==> src/rtl/pinned_lru_identity_table_assert.svh <==
// ----------------------------------------------------------------------------
// pinned lru identity table assertion macros
// concurrent checks clocked by i_clk and disabled while i_rst_n is low
// ----------------------------------------------------------------------------
`ifndef PINNED_LRU_IDENTITY_TABLE_ASSERT_SVH
`define PINNED_LRU_IDENTITY_TABLE_ASSERT_SVH

// same-cycle implication
`define PLT_CHECK(label, ante, cons) \
    label: assert property (@(posedge i_clk) disable iff (!i_rst_n) (ante) |-> (cons)) \
        else $error("pinned table check failed");

// next-cycle implication
`define PLT_CHECK_NEXT(label, ante, cons) \
    label: assert property (@(posedge i_clk) disable iff (!i_rst_n) (ante) |=> (cons)) \
        else $error("pinned table check failed");

`endif

==> src/rtl/plt_pkg.sv <==
// ----------------------------------------------------------------------------
// plt_pkg
// shared sizes, codes and types of the pinned lru identity table
// ----------------------------------------------------------------------------
`timescale 1ns / 1ps

package plt_pkg;

    localparam int ENTRIES  = 64;
    localparam int IDX_W    = (ENTRIES > 1) ? $clog2(ENTRIES) : 1;
    localparam int CNT_W    = $clog2(ENTRIES + 1);

    localparam int OP_W     = 3;
    localparam int KEY_W    = 32;
    localparam int TIME_W   = 48;
    localparam int HITS_W   = 32;
    localparam int SLOT_W   = 6;
    localparam int STATUS_W = 3;
    localparam int COUNT_W  = 7;

    // operation codes
    localparam logic [OP_W-1:0] OP_HIT         = 3'd0;
    localparam logic [OP_W-1:0] OP_SET_WATCHED = 3'd1;
    localparam logic [OP_W-1:0] OP_SET_MUTED   = 3'd2;
    localparam logic [OP_W-1:0] OP_RESTORE     = 3'd3;
    localparam logic [OP_W-1:0] OP_FIND        = 3'd4;
    localparam logic [OP_W-1:0] OP_READ        = 3'd5;
    localparam logic [OP_W-1:0] OP_CLEAR       = 3'd6;

    // status codes
    localparam logic [STATUS_W-1:0] STS_OK        = 3'd0;
    localparam logic [STATUS_W-1:0] STS_INSERTED  = 3'd1;
    localparam logic [STATUS_W-1:0] STS_REPLACED  = 3'd2;
    localparam logic [STATUS_W-1:0] STS_NOT_FOUND = 3'd3;
    localparam logic [STATUS_W-1:0] STS_FULL      = 3'd4;
    localparam logic [STATUS_W-1:0] STS_DUPLICATE = 3'd5;
    localparam logic [STATUS_W-1:0] STS_RANGE     = 3'd6;

    typedef struct packed {
        logic [KEY_W-1:0]  key;
        logic [TIME_W-1:0] first_seen;
        logic [TIME_W-1:0] last_seen;
        logic [HITS_W-1:0] hits;
        logic              watched;
        logic              muted;
    } t_entry;

    typedef struct packed {
        logic [OP_W-1:0]   op;
        logic [KEY_W-1:0]  key;
        logic [TIME_W-1:0] time_ms;
        logic [TIME_W-1:0] first_seen;
        logic [HITS_W-1:0] hits;
        logic              watched;
        logic              muted;
        logic [SLOT_W-1:0] index;
    } t_item;

    typedef struct packed {
        logic [STATUS_W-1:0] status;
        logic [SLOT_W-1:0]   slot;
        t_entry              entry;
        logic [COUNT_W-1:0]  count;
    } t_result;

    typedef struct packed {
        logic             rd_en;
        logic [IDX_W-1:0] rd_addr;
        logic             wr_en;
        logic [IDX_W-1:0] wr_addr;
        t_entry           wr_data;
    } t_mem_req;

endpackage

==> src/rtl/plt_ctrl.sv <==
// ----------------------------------------------------------------------------
// plt_ctrl
// sequencer: key scan over the entry store, update, write back and result
// ----------------------------------------------------------------------------
`timescale 1ns / 1ps

`include "pinned_lru_identity_table_assert.svh"

module plt_ctrl
    import plt_pkg::*;
(
    input  logic     i_clk,
    input  logic     i_rst_n,
    input  logic     i_in_valid,
    output logic     o_in_ready,
    input  t_item    i_item,
    output t_mem_req o_mem,
    input  t_entry   i_rd_data,
    output logic     o_res_valid,
    input  logic     i_res_ready,
    output t_result  o_res
);

    localparam logic [2:0] ST_IDLE  = 3'd0;
    localparam logic [2:0] ST_SCAN  = 3'd1;
    localparam logic [2:0] ST_READ  = 3'd2;
    localparam logic [2:0] ST_APPLY = 3'd3;
    localparam logic [2:0] ST_DONE  = 3'd4;

    logic [2:0]        r_state,   n_state;
    logic [CNT_W-1:0]  r_used,    n_used;
    logic [CNT_W-1:0]  r_rd_idx,  n_rd_idx;
    logic              r_cmp_vld, n_cmp_vld;
    logic [IDX_W-1:0]  r_cmp_idx, n_cmp_idx;
    logic              r_found,   n_found;
    logic [IDX_W-1:0]  r_pos,     n_pos;
    logic              r_have,    n_have;
    logic [TIME_W-1:0] r_best,    n_best;
    logic [IDX_W-1:0]  r_best_idx, n_best_idx;
    t_item             r_item,    n_item;
    t_result           r_res,     n_res;

    logic              match;
    logic              report;
    logic              wr;
    logic [IDX_W-1:0]  addr;
    logic [STATUS_W-1:0] status;
    t_entry            ent;
    t_mem_req          mem;

    always_comb begin
        n_state    = r_state;
        n_used     = r_used;
        n_rd_idx   = r_rd_idx;
        n_cmp_vld  = r_cmp_vld;
        n_cmp_idx  = r_cmp_idx;
        n_found    = r_found;
        n_pos      = r_pos;
        n_have     = r_have;
        n_best     = r_best;
        n_best_idx = r_best_idx;
        n_item     = r_item;
        n_res      = r_res;
        mem        = '0;
        ent        = i_rd_data;
        wr         = 1'b0;
        report     = 1'b0;
        addr       = r_pos;
        status     = STS_OK;
        match      = r_cmp_vld && (i_rd_data.key == r_item.key);

        case (r_state)
            ST_IDLE: begin
                if (i_in_valid) begin
                    n_item    = i_item;
                    n_rd_idx  = '0;
                    n_cmp_vld = 1'b0;
                    n_have    = 1'b0;
                    n_found   = 1'b0;
                    n_res     = '0;
                    case (i_item.op)
                        OP_HIT, OP_SET_WATCHED, OP_SET_MUTED, OP_FIND: begin
                            n_state = ST_SCAN;
                        end
                        OP_RESTORE: begin
                            if (r_used == CNT_W'(ENTRIES)) begin
                                n_res.status = STS_FULL;
                                n_res.count  = COUNT_W'(r_used);
                                n_state      = ST_DONE;
                            end else begin
                                n_state = ST_SCAN;
                            end
                        end
                        OP_READ: begin
                            if (32'(i_item.index) < 32'(r_used)) begin
                                n_found = 1'b1;
                                n_pos   = IDX_W'(i_item.index);
                                n_state = ST_READ;
                            end else begin
                                n_res.status = STS_RANGE;
                                n_res.count  = COUNT_W'(r_used);
                                n_state      = ST_DONE;
                            end
                        end
                        OP_CLEAR: begin
                            n_used       = '0;
                            n_res.status = STS_OK;
                            n_state      = ST_DONE;
                        end
                        default: begin
                            n_res.status = STS_RANGE;
                            n_res.count  = COUNT_W'(r_used);
                            n_state      = ST_DONE;
                        end
                    endcase
                end
            end
            ST_READ: begin
                mem.rd_en   = 1'b1;
                mem.rd_addr = r_pos;
                n_state     = ST_APPLY;
            end
            ST_SCAN: begin
                if (match) begin
                    // read data stays put: no read issued on a match
                    n_found   = 1'b1;
                    n_pos     = r_cmp_idx;
                    n_cmp_vld = 1'b0;
                    n_state   = ST_APPLY;
                end else begin
                    if (r_cmp_vld && !i_rd_data.watched &&
                        (!r_have || (i_rd_data.last_seen < r_best))) begin
                        n_have     = 1'b1;
                        n_best     = i_rd_data.last_seen;
                        n_best_idx = r_cmp_idx;
                    end
                    if (r_rd_idx < r_used) begin
                        mem.rd_en   = 1'b1;
                        mem.rd_addr = r_rd_idx[IDX_W-1:0];
                        n_cmp_vld   = 1'b1;
                        n_cmp_idx   = r_rd_idx[IDX_W-1:0];
                        n_rd_idx    = r_rd_idx + CNT_W'(1);
                    end else begin
                        n_cmp_vld = 1'b0;
                        if (!r_cmp_vld) begin
                            n_found = 1'b0;
                            n_state = ST_APPLY;
                        end
                    end
                end
            end
            ST_APPLY: begin
                if (r_found) begin
                    report = 1'b1;
                    case (r_item.op)
                        OP_HIT: begin
                            ent.last_seen = r_item.time_ms;
                            if (ent.hits != '1) begin
                                ent.hits = ent.hits + HITS_W'(1);
                            end
                            wr = 1'b1;
                        end
                        OP_SET_WATCHED: begin
                            ent.watched = r_item.watched;
                            wr          = 1'b1;
                        end
                        OP_SET_MUTED: begin
                            ent.muted = r_item.muted;
                            wr        = 1'b1;
                        end
                        OP_RESTORE: begin
                            status = STS_DUPLICATE;
                        end
                        default: begin
                            status = STS_OK;
                        end
                    endcase
                end else begin
                    ent.key        = r_item.key;
                    ent.first_seen = r_item.time_ms;
                    ent.last_seen  = r_item.time_ms;
                    ent.hits       = HITS_W'(1);
                    ent.watched    = 1'b0;
                    ent.muted      = 1'b0;
                    case (r_item.op)
                        OP_HIT: begin
                            if (r_used < CNT_W'(ENTRIES)) begin
                                addr   = IDX_W'(r_used);
                                n_used = r_used + CNT_W'(1);
                                wr     = 1'b1;
                                report = 1'b1;
                                status = STS_INSERTED;
                            end else if (r_have) begin
                                addr   = r_best_idx;
                                wr     = 1'b1;
                                report = 1'b1;
                                status = STS_REPLACED;
                            end else begin
                                status = STS_FULL;
                            end
                        end
                        OP_RESTORE: begin
                            ent.first_seen = r_item.first_seen;
                            ent.hits       = r_item.hits;
                            ent.watched    = r_item.watched;
                            ent.muted      = r_item.muted;
                            addr           = IDX_W'(r_used);
                            n_used         = r_used + CNT_W'(1);
                            wr             = 1'b1;
                            report         = 1'b1;
                            status         = STS_INSERTED;
                        end
                        default: begin
                            status = STS_NOT_FOUND;
                        end
                    endcase
                end
                mem.wr_en    = wr;
                mem.wr_addr  = addr;
                mem.wr_data  = ent;
                n_res        = '0;
                n_res.status = status;
                n_res.count  = COUNT_W'(n_used);
                if (report) begin
                    n_res.slot  = SLOT_W'(addr);
                    n_res.entry = ent;
                end
                n_state = ST_DONE;
            end
            ST_DONE: begin
                if (i_res_ready) begin
                    n_state = ST_IDLE;
                end
            end
            default: begin
                n_state = ST_IDLE;
            end
        endcase
    end

    always_ff @(posedge i_clk) begin
        if (!i_rst_n) begin
            r_state   <= ST_IDLE;
            r_used    <= '0;
            r_cmp_vld <= 1'b0;
        end else begin
            r_state   <= n_state;
            r_used    <= n_used;
            r_cmp_vld <= n_cmp_vld;
        end
    end

    always_ff @(posedge i_clk) begin
        r_rd_idx   <= n_rd_idx;
        r_cmp_idx  <= n_cmp_idx;
        r_found    <= n_found;
        r_pos      <= n_pos;
        r_have     <= n_have;
        r_best     <= n_best;
        r_best_idx <= n_best_idx;
        r_item     <= n_item;
        r_res      <= n_res;
    end

    assign o_mem       = mem;
    assign o_in_ready  = (r_state == ST_IDLE);
    assign o_res_valid = (r_state == ST_DONE);
    assign o_res       = r_res;

    `PLT_CHECK(a_no_rw_overlap, o_mem.wr_en, !o_mem.rd_en)
    `PLT_CHECK(a_used_bound, 1'b1, r_used <= CNT_W'(ENTRIES))
    `PLT_CHECK(a_wr_in_fill, o_mem.wr_en, 32'(o_mem.wr_addr) <= 32'(r_used))
    `PLT_CHECK_NEXT(a_busy_after_accept, i_in_valid && o_in_ready, r_state != ST_IDLE)

endmodule

==> config.mk <==
export PLATFORM = sky130hd
export DESIGN_NAME = plt_ctrl
export DESIGN_NICKNAME = d
export VERILOG_FILES = /design/src/rtl/plt_pkg.sv /design/src/rtl/plt_ctrl.sv
export VERILOG_INCLUDE_DIRS = /design/src /design/src/rtl
export SDC_FILE = /design/constraint.sdc
export NUM_CORES = 1
export LEC_CHECK = 0
export ABC_CLOCK_PERIOD_IN_PS = 13000
export BUFFER_PORTS_ARGS = -buffer_cell sky130_fd_sc_hd__buf_2
export CORE_AREA = 2 2 266 268
export DETAILED_ROUTE_END_ITERATION = 10
export DIE_AREA = 0 0 268 270
export PLACE_DENSITY_LB_ADDON = 0.05
export RECOVER_POWER = 100
export SETUP_SLACK_MARGIN = 0.1
export SYNTH_ARGS = -nofsm -noshare
export SYNTH_HDL_FRONTEND = slang
export SYNTH_SLANG_ARGS = --single-unit
export TNS_END_PERCENT = 10
==> constraint.sdc <==
create_clock -name i_clk -period 13 [get_ports i_clk]
set_input_delay 2.6 -clock i_clk [delete_from_list [all_inputs] [get_ports i_clk]]
set_output_delay 2.6 -clock i_clk [all_outputs]
set_load 0.1 [all_outputs]
# --- Word level (Yosys, flattened, before mapping) ---
# Index checks and enable logic that the tools add are counted.
op_classes:
  add_sub_neg: 3
  magnitude_cmp: 4
  n_eq_ne: 27
  n_mux: 75
  n_bitwise: 1
  reduce_logical: 25
op_table:
  columns: ["operator", "n"]
  rows:
  - ["$pmux W178 S2", 1]
  - ["$mux W178", 1]
  - ["$mux W169", 1]
  - ["$mux W168", 1]
  - ["$mux W80", 2]
  - ["$mux W82", 1]
  - ["$mux W7", 11]
  - ["$pmux W7 S2", 4]
  - ["$lt A48 B48 Y1", 1]
  - ["$mux W48", 1]
  - ["$mux W6", 7]
  - ["$mux W3", 13]
  - ["$mux W34", 1]
  - ["$add A32 B1 Y32 const B", 1]
  - ["$eq A32 B32 Y1", 1]
  - ["$mux W32", 1]
  - ["$ne A32 B32 Y1 const B", 1]
  - ["$pmux W6 S2", 2]
  - ["$pmux W7 S3", 1]
  - ["$mux W1", 19]
  - ["$eq A3 B2 Y1 const B", 6]
  - ["$pmux W3 S3", 2]
  - ["$reduce_and A4 Y1", 4]
  - ["$pmux W3 S5", 1]
  - ["24 further kinds", 51]
totals:
  ff_bits: 429
  inputBits: 337
  output_inout_bits: 356
  word_cells: 161

# --- Depth between registers and ports, before layout ---
depth:
  depth_word: 7
  mapped_depth: 10
  depth_no_buf: 9

# --- Least setup slack after synthesis ---
# OpenSTA, ideal clock, no wires.
synth_path:
  path_type: "input port to output port"
  start: "input i_rd_data[150] (netlist bit)"
  end: "output o_mem[169] (netlist bit)"
  t_arrival_ps: 6395
  required_time_ps: 10400
  path_slack_ps: 4005
  path_stages: 7
  n_path_buf: 1
  cell_sequence: "xor2_1 > nor4_1 > nand4_1 > nor2_1 > a21o_1 > clkbuf_1 > o41ai_1"
synth_rtl:
  columns: ["item", "line", "source"]
  rows:
  - ["start, declared", "plt_ctrl.sv:18", "input t_entry i_rd_data,"]
  - ["end, declared", "plt_ctrl.sv:17", "output t_mem_req o_mem,"]

==> out/metrics.yaml <==
highest_layer: "met5"
cp-end-kind: "output pin"
grt_setup_unrepaired: "no"
drt-met1-wl_um: 31800
drt.antenna.violating_nets: 0
synth_cell_types: 64
max_clock_freq_mhz: 99.2
routed_via_density: 4.78
crit_type: "reg2out"
place.detailed.hpwl_um: 57600
critPathArrivalTime_ns: 7.48
critPathMaxFanout: 114
fin_crit_sh_pct: 77.5
synthArstFlopShare_pct: 0
die_h_um: 270
syn_area_per_cell_um2: 11.4
crit_chain: "buf_12, clkbuf_1, and2_2, clkbuf_1, nand2_1, a21oi_1, clkbuf_1"
drt_first_pass_iters: 5
cellPowerDensity_nw_per_um2: 157
final-hold-violation-count: 0
gr-total-overflow: 0
synth_top_area_share_pct: 61.0
wl_met3_um: 4870
core_area_um2: 69500
yosys-top-cells-area: "edfxtp_1 61%, nand2_1 6.0%, ha_1 3.8%"
clock_path_buffers: 3
cts_root_buf: "clkbuf_16"
cp_data_required_time_ns: 10.40
clk_latency_ns: 0.61
remaining_drc_errors: 0
synth_edf_count: 418
first_iter_violations: 1029
synth_most_common_cell: "edfxtp_1"
leakage_uw: 0.00976
clk_pin_slew_worst_paths_ns: 0.06
routed_wl_um: 78800
routabilityCongestion: 0.890
yosysTopAreaCell: "edfxtp_1"
min_period_ns: 10.08
ctsResizeCount: 0
drive_gt1_share_pct: 14.7
setup_violations: 0
ys_seq_elements: 429
grt_util_all_layers_pct: 21.0
grt_pass1_wl_um: 112000
ys_warn_count: 0
hold_path_class: "reg2reg"
wl_met2_um: 39500
via_count: 16600
setup_tns_ns: 0
finClkSkew_ns: 0.0302
critPathLaunchType: "flop"
start_util_pct: 29.6
violations: "capacitance limit, slew limit"
grt_start_max_net_pins: 115
post_cts_buffers: 0
yosysSeqAreaShare_pct: 62.1
status: "finished, violations left"
port_buffers: 692
cts.sinks: 429
drv_slew: 747
syn-cell-area_um2: 20600
tritoncts: "done"
grt_pass1_vias: 16700
syn_to_final_growth_pct: 26.9
worstMarginPinSlew_ns: 5.33
synthesis.nets: 2199
drv_cap: 12
max_stage_delay_ns: 2.05
postCtsHoldBufs: 0
h-tree-depth: 2
slowest_stage: "clkbuf_1"
syn_inst: 1799
yosys-top-cells-count: "418 x edfxtp_1, 327 x nand2_1, 144 x a21oi_1, 106 x nor2b_1, 84 x nor2_1"
vdd_drop_max_mv: 0.0982
die_w_um: 268
fin_nets: 2868
cpMostUsedCell: "clkbuf_1"
cts_buffers: 53
synth-main-ff-cell: "edfxtp_1"
hold-worst-slack_ns: 0.455
dieArea_um2: 72400
row_count: 97
maxSlewHeadroom_pct: -255
antenna_found_initial: 27
io_pins: 693
wl_per_cell_um: 22.7
-- final timing paths --
| kind | cells after the start | slack (ns) | endpoint | startpoint |
|---|---|---|---|---|
| worst max-delay path | 7 | 2.92 | o_mem[39] | r_found$_DFFE_PP_ |
| worst min-delay path | 0 | 0.46 | r_best_idx[0]$_DFFE_PP_ | r_cmp_idx[0]$_DFFE_PP_ |
| worst max register to register | 6 | 3.88 | o_res[149]$_SDFFCE_PN0P_ | r_item[169]$_DFFE_PP_ |
| worst min register to register | 0 | 0.46 | r_best_idx[0]$_DFFE_PP_ | r_cmp_idx[0]$_DFFE_PP_ |
-- cell type report --
class	count	area, µm²
flip-flops and latches	429	12800
multi-input cells	1193	7140
diodes	18	45.0
inverters	81	305
clock inverters	28	181
fillers	7297	43400
repair buffers	710	3050
clock buffers	70	1430
well taps	940	1180
-- stage by stage --
step	std cells	setup WS [ns]	utilization [%]	total power (µW)	area (µm²)
4_1_cts	3451	4.80	38.3	4160	26700
3_3_place_gp	3353	4.88	36.0	2730	25000
3_5_place_dp	3353	4.82	36.0	2730	25000
2_1_floorplan	1799	4.00	-	2480	20600
6_report	3469	2.92	37.5	4100	26100
5_1_grt	3469	2.44	37.5	4260	26100
-- cell families after synthesis --
group,count (synthesis),share of synthesized area [%]
AO/OA/AOI/OAI,347,10.5
XOR/XNOR,66,2.81
adder cells (fa/ha/maj),63,3.83
buffers and inverters,177,3.30
flip-flops,429,62.1
multiplexers,37,1.80
AND/OR/NAND/NOR,680,15.7
-- layout by cell type (no fill, tap or decap), types with 49 or more instances in the layout --
master / netlist / layout
ha_1: 63 / 63
buf_2: 0 / 274
nor3_1: 49 / 49
nor2_1: 84 / 84
nor2b_1: 106 / 106
inv_1: 79 / 78
clkbuf_1: 74 / 443
nand2_1: 327 / 326
a21o_1: 61 / 61
clkbuf_16: 0 / 55
edfxtp_1: 418 / 418
a21oi_1: 144 / 144
-- registers in the layout, summed over array words and instances (netlist names) --
name and cells:
r_pos 6, r_best 48, r_state 3, r_used 7, r_cmp_vld 1, r_found 1, r_item 165, r_rd_idx 7
o_res 178, r_cmp_idx 6, r_best_idx 6, r_have 1
-- power breakdown --
group / switching (µW) / internal (µW) / leakage [µW] / total (µW)
clock network: 600 / 809 / 0.000787 / 1410
logic: 812 / 151 / 0.00485 / 963
registers: 48.6 / 1680 / 0.00412 / 1730
total: 1460 / 2640 / 0.00976 / 4100
-- worst max-delay path, delay by kind of cell (launching register included) --
kind	cells	cell delay, ns
and+or+nand+nor	2	0.75
buffers and inverters	4	5.36
AOI/OAI and AO/OA	1	0.30
DFF	1	0.42
-- per-layer routing --
layer	vias up	global-route usage, %
met2	515	35.9
met4	18	8.45
met1	8077	25.3
met3	149	4.83
met5	-	0
li1	7838	-
Note: power is estimated with default switching activity, not from simulation.
